--- src/hdl/pdfe_pkg.sv ---
// Shared types and constants for the pulse-distance frame encoder.
package pdfe_pkg;

	// command codes carried in the input tuser
	localparam logic [1:0] CMD_LOAD  = 2'd0;
	localparam logic [1:0] CMD_START = 2'd1;
	localparam logic [1:0] CMD_EVENT = 2'd2;

	// configuration register indexes
	localparam logic [1:0] REG_PULSE     = 2'd0;
	localparam logic [1:0] REG_ZERO_GAP  = 2'd1;
	localparam logic [1:0] REG_ONE_GAP   = 2'd2;
	localparam logic [1:0] REG_FRAME_GAP = 2'd3;

	localparam logic [15:0] PULSE_RST     = 16'd100;
	localparam logic [15:0] ZERO_GAP_RST  = 16'd200;
	localparam logic [15:0] ONE_GAP_RST   = 16'd400;
	localparam logic [15:0] FRAME_GAP_RST = 16'd1000;

	// sequence steps
	localparam logic [2:0] STEP_START_PULSE = 3'd0;
	localparam logic [2:0] STEP_START_GAP   = 3'd1;
	localparam logic [2:0] STEP_BIT_PULSE   = 3'd2;
	localparam logic [2:0] STEP_BIT_GAP     = 3'd3;
	localparam logic [2:0] STEP_STOP_PULSE  = 3'd4;
	localparam logic [2:0] STEP_STOP_GAP    = 3'd5;

	// result of one accepted word, before the payload bit is known
	typedef struct packed {
		logic        valid;
		logic        pin;
		logic        use_bit;
		logic [2:0]  bit_sel;
		logic [15:0] delay;
		logic        done;
	} seq_res_t;

endpackage

--- src/hdl/pdfe_seq.sv ---
// Frame sequencer: step, bit counter and run flag, updated once per accepted word.
module pdfe_seq #(
	parameter int MAX_BYTES = 16
) (
	input  logic               clk,
	input  logic               arst_n,
	input  logic               acc,
	input  logic [1:0]         cmd,
	input  logic [7:0]         bit_count,
	input  logic [15:0]        pulse_ticks,
	input  logic [15:0]        frame_gap_ticks,
	output pdfe_pkg::seq_res_t res,
	output logic [4:0]         rd_pos
);

	localparam int CAP = (8 * MAX_BYTES > 255) ? 255 : 8 * MAX_BYTES;

	logic [2:0] step_q, step_d;
	logic [7:0] bits_sent_q, bits_sent_d;
	logic [7:0] frame_bits_q, frame_bits_d;
	logic       running_q, running_d;

	// payload byte for the bit about to be sent
	assign rd_pos = bits_sent_q[7:3];

	always_comb begin
		step_d       = step_q;
		bits_sent_d  = bits_sent_q;
		frame_bits_d = frame_bits_q;
		running_d    = running_q;
		res          = '0;
		if (acc && cmd == pdfe_pkg::CMD_START && !running_q) begin
			frame_bits_d = (bit_count > 8'(CAP)) ? 8'(CAP) : bit_count;
			bits_sent_d  = '0;
			step_d       = pdfe_pkg::STEP_START_PULSE;
			running_d    = 1'b1;
			res.valid    = 1'b1;
			res.delay    = pulse_ticks;
		end else if (acc && cmd == pdfe_pkg::CMD_EVENT && running_q) begin
			res.valid = 1'b1;
			case (step_q)
				pdfe_pkg::STEP_START_PULSE: begin
					bits_sent_d = '0;
					step_d      = pdfe_pkg::STEP_START_GAP;
					res.pin     = 1'b1;
					res.delay   = pulse_ticks;
				end
				pdfe_pkg::STEP_START_GAP: begin
					step_d    = pdfe_pkg::STEP_BIT_PULSE;
					res.delay = frame_gap_ticks;
				end
				pdfe_pkg::STEP_BIT_PULSE: begin
					step_d    = (bits_sent_q >= frame_bits_q) ? pdfe_pkg::STEP_STOP_PULSE
						: pdfe_pkg::STEP_BIT_GAP;
					res.pin   = 1'b1;
					res.delay = pulse_ticks;
				end
				pdfe_pkg::STEP_BIT_GAP: begin
					// gap length resolved downstream once the byte is read
					res.use_bit = 1'b1;
					res.bit_sel = bits_sent_q[2:0];
					bits_sent_d = bits_sent_q + 8'd1;
					step_d      = pdfe_pkg::STEP_BIT_PULSE;
				end
				pdfe_pkg::STEP_STOP_PULSE: begin
					step_d    = pdfe_pkg::STEP_STOP_GAP;
					res.delay = frame_gap_ticks;
				end
				default: begin
					step_d    = pdfe_pkg::STEP_START_PULSE;
					running_d = 1'b0;
					res.done  = 1'b1;
				end
			endcase
		end
	end

	always_ff @(posedge clk or negedge arst_n) begin
		if (!arst_n) begin
			step_q       <= '0;
			bits_sent_q  <= '0;
			frame_bits_q <= '0;
			running_q    <= 1'b0;
		end else begin
			step_q       <= step_d;
			bits_sent_q  <= bits_sent_d;
			frame_bits_q <= frame_bits_d;
			running_q    <= running_d;
		end
	end

`ifndef SYNTH
	a_done_idles: assert property (@(posedge clk) disable iff (!arst_n)
		res.valid && res.done |=> !running_q)
		else $error("frame end did not return to idle");
	a_start_idle_only: assert property (@(posedge clk) disable iff (!arst_n)
		acc && cmd == pdfe_pkg::CMD_START && running_q |-> !res.valid)
		else $error("start accepted while running");
	a_bits_bounded: assert property (@(posedge clk) disable iff (!arst_n)
		running_q |-> bits_sent_q <= frame_bits_q)
		else $error("bit counter passed frame length");
`endif

endmodule

--- src/hdl/pulse_distance_frame_encoder_unit.sv ---
// Pulse-distance frame encoder top level: config, payload memory and output pipeline.
// Input stream: tuser carries the command (load byte, start frame, timer event),
// tdata the load slot, load byte and bit count. Loads fill a 16-slot payload
// memory and give no word out; a start while idle gives one word (pin low, delay
// of one pulse); each timer event while running gives one word with the pin level
// to drive and the ticks to the next compare event. The last event of a frame
// returns pin low, delay 0 and tlast set; the block is then idle.
// Path: a result word is registered in the sequencer/memory read stage, then in the
// output register, and is valid on the output from there.
// Throughput: one input word per cycle when not stalled; sequencer state sits in flops
// and the payload memory is read once per word on its single synchronous read port.
// When the output is stalled the two stages fill and tready drops; the output
// word holds until taken. Configuration writes take effect on the next cycle.
// Reset clears the sequencer to idle and restores default tick values; the payload
// memory is not cleared, and a slot must be loaded before a frame sends its bits.
module pulse_distance_frame_encoder_unit #(
	parameter int MAX_BYTES = 16
) (
	input  logic        clk,
	input  logic        arst_n,
	input  logic        s_axis_tvalid,
	output logic        s_axis_tready,
	input  logic [23:0] s_axis_tdata,  // byte_index[3:0], byte_value[11:4], bit_count[19:12]
	input  logic [1:0]  s_axis_tuser,  // cmd[1:0]
	output logic        m_axis_tvalid,
	input  logic        m_axis_tready,
	output logic [23:0] m_axis_tdata,  // pin_level[0], next_delay[16:1]
	output logic        m_axis_tlast,
	input  logic        cfg_we,
	input  logic [1:0]  cfg_index,
	input  logic [15:0] cfg_data
);

	localparam int AW = (MAX_BYTES > 1) ? $clog2(MAX_BYTES) : 1;

	logic [15:0] pulse_q, zero_gap_q, one_gap_q, frame_gap_q;

	always_ff @(posedge clk or negedge arst_n) begin
		if (!arst_n) begin
			pulse_q     <= pdfe_pkg::PULSE_RST;
			zero_gap_q  <= pdfe_pkg::ZERO_GAP_RST;
			one_gap_q   <= pdfe_pkg::ONE_GAP_RST;
			frame_gap_q <= pdfe_pkg::FRAME_GAP_RST;
		end else if (cfg_we) begin
			case (cfg_index)
				pdfe_pkg::REG_PULSE:     pulse_q     <= cfg_data;
				pdfe_pkg::REG_ZERO_GAP:  zero_gap_q  <= cfg_data;
				pdfe_pkg::REG_ONE_GAP:   one_gap_q   <= cfg_data;
				pdfe_pkg::REG_FRAME_GAP: frame_gap_q <= cfg_data;
				default: ;
			endcase
		end
	end

	logic [3:0] byte_index;
	logic [7:0] byte_value;
	logic [7:0] bit_count;
	logic [1:0] cmd;

	assign byte_index = s_axis_tdata[3:0];
	assign byte_value = s_axis_tdata[11:4];
	assign bit_count  = s_axis_tdata[19:12];
	assign cmd        = s_axis_tuser;

	logic valid_s1, valid_s2, adv1, acc;

	assign adv1          = valid_s1 && (!valid_s2 || m_axis_tready);
	assign s_axis_tready = !valid_s1 || adv1;
	assign acc           = s_axis_tvalid && s_axis_tready;

	pdfe_pkg::seq_res_t seq_res;
	logic [4:0]         rd_pos;

	pdfe_seq #(
		.MAX_BYTES(MAX_BYTES)
	) u_seq (
		.clk            (clk),
		.arst_n         (arst_n),
		.acc            (acc),
		.cmd            (cmd),
		.bit_count      (bit_count),
		.pulse_ticks    (pulse_q),
		.frame_gap_ticks(frame_gap_q),
		.res            (seq_res),
		.rd_pos         (rd_pos)
	);

	// payload memory: one write port for loads, one registered read port
	logic [7:0]    mem [MAX_BYTES];
	logic [7:0]    wr_idx, rd_idx;
	logic          wr_ok, rd_ok;
	logic [AW-1:0] wr_addr, rd_addr;

	assign wr_idx  = {4'b0000, byte_index};
	assign rd_idx  = {3'b000, rd_pos};
	assign wr_ok   = wr_idx < 8'(MAX_BYTES);
	assign rd_ok   = rd_idx < 8'(MAX_BYTES);
	assign wr_addr = wr_idx[AW-1:0];
	assign rd_addr = rd_idx[AW-1:0];

	pdfe_pkg::seq_res_t res_s1;
	logic [7:0]         byte_s1;
	logic               rd_ok_s1;

	always_ff @(posedge clk) begin
		if (acc && cmd == pdfe_pkg::CMD_LOAD && wr_ok) begin
			mem[wr_addr] <= byte_value;
		end
		if (acc) begin
			byte_s1  <= mem[rd_addr];
			rd_ok_s1 <= rd_ok;
			res_s1   <= seq_res;
		end
	end

	logic        bit_s1;
	logic [15:0] delay_s1;
	logic        pin_s2, done_s2;
	logic [15:0] delay_s2;

	assign bit_s1   = rd_ok_s1 && byte_s1[res_s1.bit_sel];
	assign delay_s1 = !res_s1.use_bit ? res_s1.delay : (bit_s1 ? one_gap_q : zero_gap_q);

	always_ff @(posedge clk or negedge arst_n) begin
		if (!arst_n) begin
			valid_s1 <= 1'b0;
			valid_s2 <= 1'b0;
		end else begin
			if (acc) begin
				valid_s1 <= seq_res.valid;
			end else if (adv1) begin
				valid_s1 <= 1'b0;
			end
			if (adv1) begin
				valid_s2 <= 1'b1;
			end else if (m_axis_tready) begin
				valid_s2 <= 1'b0;
			end
		end
	end

	always_ff @(posedge clk) begin
		if (adv1) begin
			pin_s2   <= res_s1.pin;
			delay_s2 <= delay_s1;
			done_s2  <= res_s1.done;
		end
	end

	assign m_axis_tvalid = valid_s2;
	assign m_axis_tdata  = {7'b0000000, delay_s2, pin_s2};
	assign m_axis_tlast  = done_s2;

`ifndef SYNTH
	a_done_word: assert property (@(posedge clk) disable iff (!arst_n)
		m_axis_tvalid && m_axis_tlast |-> m_axis_tdata[16:0] == 17'd0)
		else $error("frame end word must carry pin low and zero delay");
	a_load_silent: assert property (@(posedge clk) disable iff (!arst_n)
		acc && cmd == pdfe_pkg::CMD_LOAD |-> !seq_res.valid)
		else $error("load produced a result");
	a_stall_full: assert property (@(posedge clk) disable iff (!arst_n)
		!s_axis_tready |-> valid_s1 && valid_s2 && !m_axis_tready)
		else $error("input stalled with room in the pipeline");
	a_s1_holds: assert property (@(posedge clk) disable iff (!arst_n)
		valid_s1 && !adv1 |=> valid_s1)
		else $error("stage one word dropped while stalled");
`endif

endmodule
--- config.mk ---
export PLATFORM = sky130hd
export DESIGN_NAME = pulse_distance_frame_encoder_unit
export DESIGN_NICKNAME = d
export VERILOG_FILES = /design/src/hdl/pdfe_pkg.sv /design/src/hdl/pdfe_seq.sv /design/src/hdl/pulse_distance_frame_encoder_unit.sv
export SDC_FILE = /design/constraint.sdc
export NUM_CORES = 1
export LEC_CHECK = 0
export ABC_CLOCK_PERIOD_IN_PS = 6250
export BUFFER_PORTS_ARGS = -buffer_cell sky130_fd_sc_hd__buf_2
export CORE_MARGIN = 1.5
export CORE_UTILIZATION = 54
export CTS_CLUSTER_DIAMETER = 30
export DETAILED_ROUTE_END_ITERATION = 8
export GPL_TIMING_DRIVEN = 0
export HOLD_SLACK_MARGIN = 0.15
export PLACE_DENSITY = 0.73
export SLEW_MARGIN = 20
export SYNTH_ARGS = -nofsm -noshare
export SYNTH_HDL_FRONTEND = slang
export SYNTH_SLANG_ARGS = --single-unit
--- constraint.sdc ---
create_clock -name clk -period 6.25 [get_ports clk]
set_clock_uncertainty 0.15 [all_clocks]
set_input_delay 0.3125 -clock clk [delete_from_list [all_inputs] [get_ports clk]]
set_output_delay 0.3125 -clock clk [all_outputs]
set_load 0.1 [all_outputs]
=== After elaboration in Yosys (flattened, before gate mapping) ===
Memories as Yosys holds them, arrays and structs flattened. A register that Yosys moved wholly into a read port is not among the register bits.
Index checks and enable logic that the tools add are counted.

* Flip-flop bits (word level): 127
* RAM bits: 128
* Output and inout port bits: 27
* Memories: 1

{| class="wikitable"
|+ Memory list
! memory !! words !! bits a word !! read ports !! clocked after Yosys merged registers in !! wr ports !! line !! text
|-
| mem || 16 || 8 || 1 || 1 || 1 || pulse_distance_frame_encoder_unit.sv:89 || <nowiki>logic [7:0] mem [MAX_BYTES];</nowiki>
|}

* $add $sub $neg: 1
* Magnitude comparators: 5
* Equal/unequal tests: 10
* Muxes and demuxes: 28
* Bitwise logic cells: 2
* Reductions and logical operators: 33

{| class="wikitable"
|+ Operators by type and width
! kind !! count
|-
| 16-bit 2-to-1 mux || 3
|-
| 16-bit case mux with 2 select lines || 1
|-
| 8-bit 2-to-1 mux || 3
|-
| 23-bit 2-to-1 mux || 1
|-
| 8-bit case mux with 2 select lines || 1
|-
| 1-bit 2-to-1 mux || 13
|-
| 3-bit case mux with 4 select lines || 1
|-
| 2-bit AND reduction || 6
|-
| 1-bit logical AND || 9
|-
| 3-bit 2-to-1 mux || 3
|-
| 8-bit by 1-bit adder with 8-bit output, second input constant || 1
|-
| 8-bit >= comparator || 1
|-
| 8-bit greater-than comparator, second input constant || 1
|-
| 2-bit OR reduction || 4
|-
| 2-bit equality test, second input constant || 3
|-
| 3-bit by 2-bit equality test with 1-bit output, second input constant || 2
|-
| 2-bit nonzero test || 3
|-
| 4-bit by 5-bit < comparator with 1-bit output, second input constant || 1
|-
| 5-bit < comparator, second input constant || 1
|-
| 5-bit OR reduction || 1
|-
| 2-bit by 1-bit equality test with 1-bit output, second input constant || 2
|-
| 2-bit logical NOT || 2
|-
| 3-bit by 4-bit < comparator with 1-bit output, second input constant || 1
|-
| 4-bit 2-to-1 mux || 1
|-
| 10 further kinds || 14
|}

=== Longest topological paths before layout ===
* Word-level depth: 10
* Mapped depth: 7

=== Hierarchy ===
A second synthesis with hierarchy kept.

* Cells, all modules: 649
* Area, all modules: 11033.1 µm²

{| class="wikitable"
|+ Modules (own cells, without submodules)
! module !! instances !! cells an instance !! area an instance (µm²) !! seq. area each (µm²)
|-
| pulse_distance_frame_encoder_unit || 1 || 492 || 9555.4 || 6985.4
|-
| pdfe_seq || 1 || 157 || 1477.7 || 500.5
|}

=== Worst setup path before layout ===
No wires, ideal clock.

* Path type: reg-to-reg
* From: register valid_s2, in the netlist m_axis_tvalid
* To: memory mem[2][0], enable pin
* Arrival time: 4.224 ns
* Required time: 5.717 ns
* Path slack: 1.492 ns
* Stages on the path, launching flop included: 7
* Path buffers: 1
* Cells stage by stage: dfrtp_1 nand3b_1 nand2_1 inv_1 clkbuf_1 nand4b_1 nor3_1

* Longest elaborated chain between the ends: 9

{| class="wikitable"
|+ RTL lines
! what !! line !! text
|-
| start: declaration || pulse_distance_frame_encoder_unit.sv:65 || <nowiki>logic valid_s1, valid_s2, adv1, acc;</nowiki>
|-
| start signal: assignment || pulse_distance_frame_encoder_unit.sv:127 || <nowiki>valid_s2 <= 1'b0;</nowiki>
|-
| start signal: assignment || pulse_distance_frame_encoder_unit.sv:135 || <nowiki>valid_s2 <= 1'b1;</nowiki>
|-
| start signal: assignment || pulse_distance_frame_encoder_unit.sv:137 || <nowiki>valid_s2 <= 1'b0;</nowiki>
|-
| 1-bit logical NOT || pulse_distance_frame_encoder_unit.sv:67 || <nowiki>assign adv1 = valid_s1 && (!valid_s2 || m_axis_tready);</nowiki>
|-
| 1-bit logical OR || pulse_distance_frame_encoder_unit.sv:67 ||
|-
| 1-bit logical AND || pulse_distance_frame_encoder_unit.sv:67 ||
|-
| 1-bit logical OR || pulse_distance_frame_encoder_unit.sv:68 || <nowiki>assign s_axis_tready = !valid_s1 || adv1;</nowiki>
|-
| net s_axis_tready || pulse_distance_frame_encoder_unit.sv:22 || <nowiki>output logic s_axis_tready,</nowiki>
|-
| 1-bit logical AND || pulse_distance_frame_encoder_unit.sv:69 || <nowiki>assign acc = s_axis_tvalid && s_axis_tready;</nowiki>
|-
| net acc || pulse_distance_frame_encoder_unit.sv:65 ||
|-
| 1-bit logical AND (2 in series) || pulse_distance_frame_encoder_unit.sv:106 || <nowiki>if (acc && cmd == pdfe_pkg::CMD_LOAD && wr_ok) begin</nowiki>
|-
| 1-bit 2-to-1 mux || pulse_distance_frame_encoder_unit.sv:106 ||
|-
| 1-bit 2-to-1 mux (not written as such) || pulse_distance_frame_encoder_unit.sv:107 || <nowiki>mem[wr_addr] <= byte_value;</nowiki>
|-
| end: declaration || pulse_distance_frame_encoder_unit.sv:89 ||
|}

The timed path passes the listed nets, and every way through them passes these cells.

=== Final worst setup path ===
* From: input m_axis_tready
* To: memory mem[10][3], enable pin

* Longest elaborated chain between the ends: 8

{| class="wikitable"
|+ RTL lines
! what !! line !! text
|-
| start: declaration || pulse_distance_frame_encoder_unit.sv:26 || <nowiki>input logic m_axis_tready,</nowiki>
|-
| 1-bit logical OR || pulse_distance_frame_encoder_unit.sv:67 ||
|-
| 1-bit logical AND || pulse_distance_frame_encoder_unit.sv:67 ||
|-
| 1-bit logical OR || pulse_distance_frame_encoder_unit.sv:68 ||
|-
| 1-bit logical AND || pulse_distance_frame_encoder_unit.sv:69 ||
|-
| net acc || pulse_distance_frame_encoder_unit.sv:65 ||
|-
| 1-bit logical AND (2 in series) || pulse_distance_frame_encoder_unit.sv:106 ||
|-
| 1-bit 2-to-1 mux || pulse_distance_frame_encoder_unit.sv:106 ||
|-
| 1-bit 2-to-1 mux (not written as such) || pulse_distance_frame_encoder_unit.sv:107 ||
|}

The timed path passes the listed nets, and every way through them passes these cells.

==> metrics.txt <==
cts bufs inserted 42; # fillers 1,278; CTS Sinks 263; crit path to mem[10][3]; clock-pin slew of the registers on the worst-case setup and hold paths 0.05 ns; Final setup viols 0; flops & latches, synth 263; later-pin clock latency in the skew report 0.51 ns; dominant cell type by area after synthesis edfxtp_1; # DRC 0; antenna viol nets, final 0; RR Endpoint mem[10][3]; synthesized area 10,750 um2; Fmax 0.3275 GHz; P_sw 1.260 mW; Max Cap Violations 0; Placeable Area 19,530 um2; Layout Utilization 68.39%; post-synthesis mux area share 17.30%; CP Launch Type input pin; layout cells sized above 1 34.64%; largest family of logic cells by synthesized area multiplexers; Chip Width 144.1 um; Setup CP Type input pin to flip-flop; largest net degree at the start of global routing 46; DIE HEIGHT 144.1 um; Post-Syn Instances 622; Worst Path Buf+Inv 4; crit-path max FO 21; Hold Fails Final Rpt 0; Worst Reg-to-Reg Cells 6; starting density of the core 55.06%; worst path arrival time 3.04 ns; Post-Synth Simple-Gate Area 5.388%; Seq pwr share 42.0%; DRT Pass-1 Iters 5; post-synthesis sequential area ratio 69.63%; Crit path max-delay family simple AND/OR/NAND/NOR gates; pwr dens 378.8 nW/um2; number of synthesized flops with an enable pin 177; routability congestion estimate 0.7982; Tmin final 3.054 ns; worst reg2reg setup slack 3.25 ns; Main synth FF type edfxtp_1; RSZ-0062 raised after global routing false; H-tree depth 2; Final Slew Violations 0; Initial DRC Count 454; I/O pin cnt 76; CP max-delay cell nor2_1; WP depth 8; final clock period utilization by the worst path 48.86%; min-delay worst type input pin to flip-flop; Leak 4.973 nW; Total Power 5.058 mW; CP startpoint m_axis_tready; hpwl dp 13,970 um; DR WL/cell 20.75 um; design area 13,350 um2; IO buf count 64; clk buf depth 3; adder-cell area share of the yosys netlist 1.047%; Peak VDD IR 0.2490 mV; compound-cell area share of the yosys netlist 3.736%; r2r startpoint m_axis_tvalid; grt ovf 0; Critical Path RT 6.23 ns; yosys warns 0; P_int 3.798 mW; post-synthesis async set-or-reset flop share 32.70%; Final Net Count 840; root buffer cell clkbuf_16; Die Area 20,770 um2; setup_tns 0 ns; CP cell instances dlygate4sd3_1, buf_2, nand3b_1, nand2_1, inv_1, clkbuf_2, nand4b_1, nor2_1; DR vias/cell 5.673; Comb power frac 13.0%; vias post-DR 6,121; post-CTS sizing 0; row count 51; Post-Route WL 22,390 um; first-pass GRT wire length 34,340 um; dpl cell area 11,500 um2; most area-consuming cells after synthesis edfxtp_1 49%, dfrtp_1 17%, mux4_2 8.4%; vias in the first global route 6,300; Setup crit end kind flip-flop; Post-Synth XOR/XNOR Area 0.6517%; initial antenna violation count 0; Area Overhead vs Synth 24.21%; diode count 0; worst slew pin tran 0.8965 ns; Max-slew headroom 40.23%; CTS tree yes; final hold slack 0.1869 ns; Clock power frac 45.0%; sw frac 24.92%; GRT Overall Usage 22.46%; Critical Path Max Stage Delay 0.71 ns; post-synth top area share 49.44%; mean post-synth cell area 17.29 um2; Yosys cell types 50; outcome finished clean
==> power groups by stage <==
| stage | combinational [mW] | clock, mW | sequential (mW) |
|---|---|---|---|
| after floorplan | 0.391 | 0 | 2.22 |
| after global placement | 0.600 | 0 | 2.14 |
| after detailed placement | 0.632 | 0 | 2.15 |
| after CTS | 0.658 | 2.31 | 2.13 |
| after global routing | 0.714 | 2.39 | 2.14 |
| final | 0.655 | 2.28 | 2.13 |
==> cells in the mapped netlist, types with 2 or more instances <==
cell        n
a211oi_1    2
a21oi_1    18
a22o_1     17
and2_1      4
buf_1       2
buf_2       6
buf_4      11
clkbuf_1   14
dfrtp_1    71
dfstp_2    15
edfxtp_1  177
ha_1        9
inv_1      12
mux2_2     65
mux2i_1    16
mux4_1      2
mux4_2     40
nand2_1    17
nand2b_1   12
nand3_1     6
nand3b_1    4
nand4_1     2
nand4b_1    2
nor2_1     39
nor3_1      8
nor3b_1     2
nor4_1      3
o21a_1      2
o21ai_0    13
o31ai_1     4
or3_1       2
xnor2_1     3
xor2_1      5
==> routing by layer <==
metal	vias to the layer above	wire, um	track usage [%]
met1	3126	9258	30.01
li1	2733	-	-
met3	45	1387	4.536
met2	217	11200	36.87
met5	-	0	0
met4	0	541	8.163
==> layout by cell type (no fill, tap or decap), types with 16 or more instances in the layout <==
master         instances
edfxtp_1             177
dfrtp_1               71
buf_2                 69
mux2_2                65
dlygate4sd3_1         44
clkbuf_16             43
mux4_2                40
nor2_1                39
a21oi_1               18
nand2_1               17
a22o_1                17
clkbuf_1              16
mux2i_1               16
==> cell type report <==
class	count	area, um2	area share [%]
repair buffers	110	810.8	6.071
well taps	265	331.6	2.483
plain buffers	34	193.9	1.452
inverters	12	45.04	0.3373
flip-flops and latches	263	7486	56.06
multi-input cells	319	3070	22.99
clock buffers	48	1115	8.348
clock inverters	28	301.5	2.258
==> repair_timing <==
action                                 in CTS  in global routing
buffers inserted                            0                  0
hold buffers                               44                  0
endpoints found under the hold margin     261                  0
==> worst min-delay path by stage <==
| stage | startpoint | endpoint | slack [ns] | cells after the start |
|---|---|---|---|---|
| after floorplan | arst_n | frame_gap_q[0] | -0.13 | 0 |
| after global placement | res_s1[0] | m_axis_tlast | 0.25 | 0 |
| after detailed placement | arst_n | u_seq.step_q[0] | 0.22 | 1 |
| after CTS | s_axis_tdata[3] | mem[2][4] | 0.16 | 2 |
| after global routing | s_axis_tdata[3] | mem[0][4] | 0.20 | 2 |
| final | s_axis_tdata[3] | mem[2][4] | 0.19 | 2 |
==> registers in the layout, indices dropped and copies added (netlist names), 3 cells and up <==
register and count:
u_seq.frame_bits_q 8, byte_s1 8, zero_gap_q 16, frame_gap_q 16
pulse_q 16, delay_s2 16, u_seq.bits_sent_q 8, mem 128
one_gap_q 16, res_s1 22, u_seq.step_q 3
==> cells by family (layout without fill, tap and decap cells) <==
logic type / count (synthesis) / count (layout)
AND/OR/NAND/NOR: 110 / 110
multiplexers: 124 / 124
AO/OA/AOI/OAI: 61 / 61
other: 1 / 7
buffers and inverters: 46 / 232
flip-flops: 263 / 263
XOR/XNOR: 8 / 8
adder cells (fa/ha/maj): 9 / 9
==> worst register-to-register path: cells and delay by family (launching register included) <==
kind,cells,cell delay [ns]
and+or+nand+nor,4,1.46
buffers and inverters,2,0.63
DFF,1,0.39
==> stage by stage <==
step	instances	setup slack, ns
detailed placement	959	3.251
CTS	1079	3.225
global route	1079	2.947
finish	1079	3.196
floorplan	628	1.492
global placement	957	1.630
No activity file was read; power rests on OpenSTA's default activity.
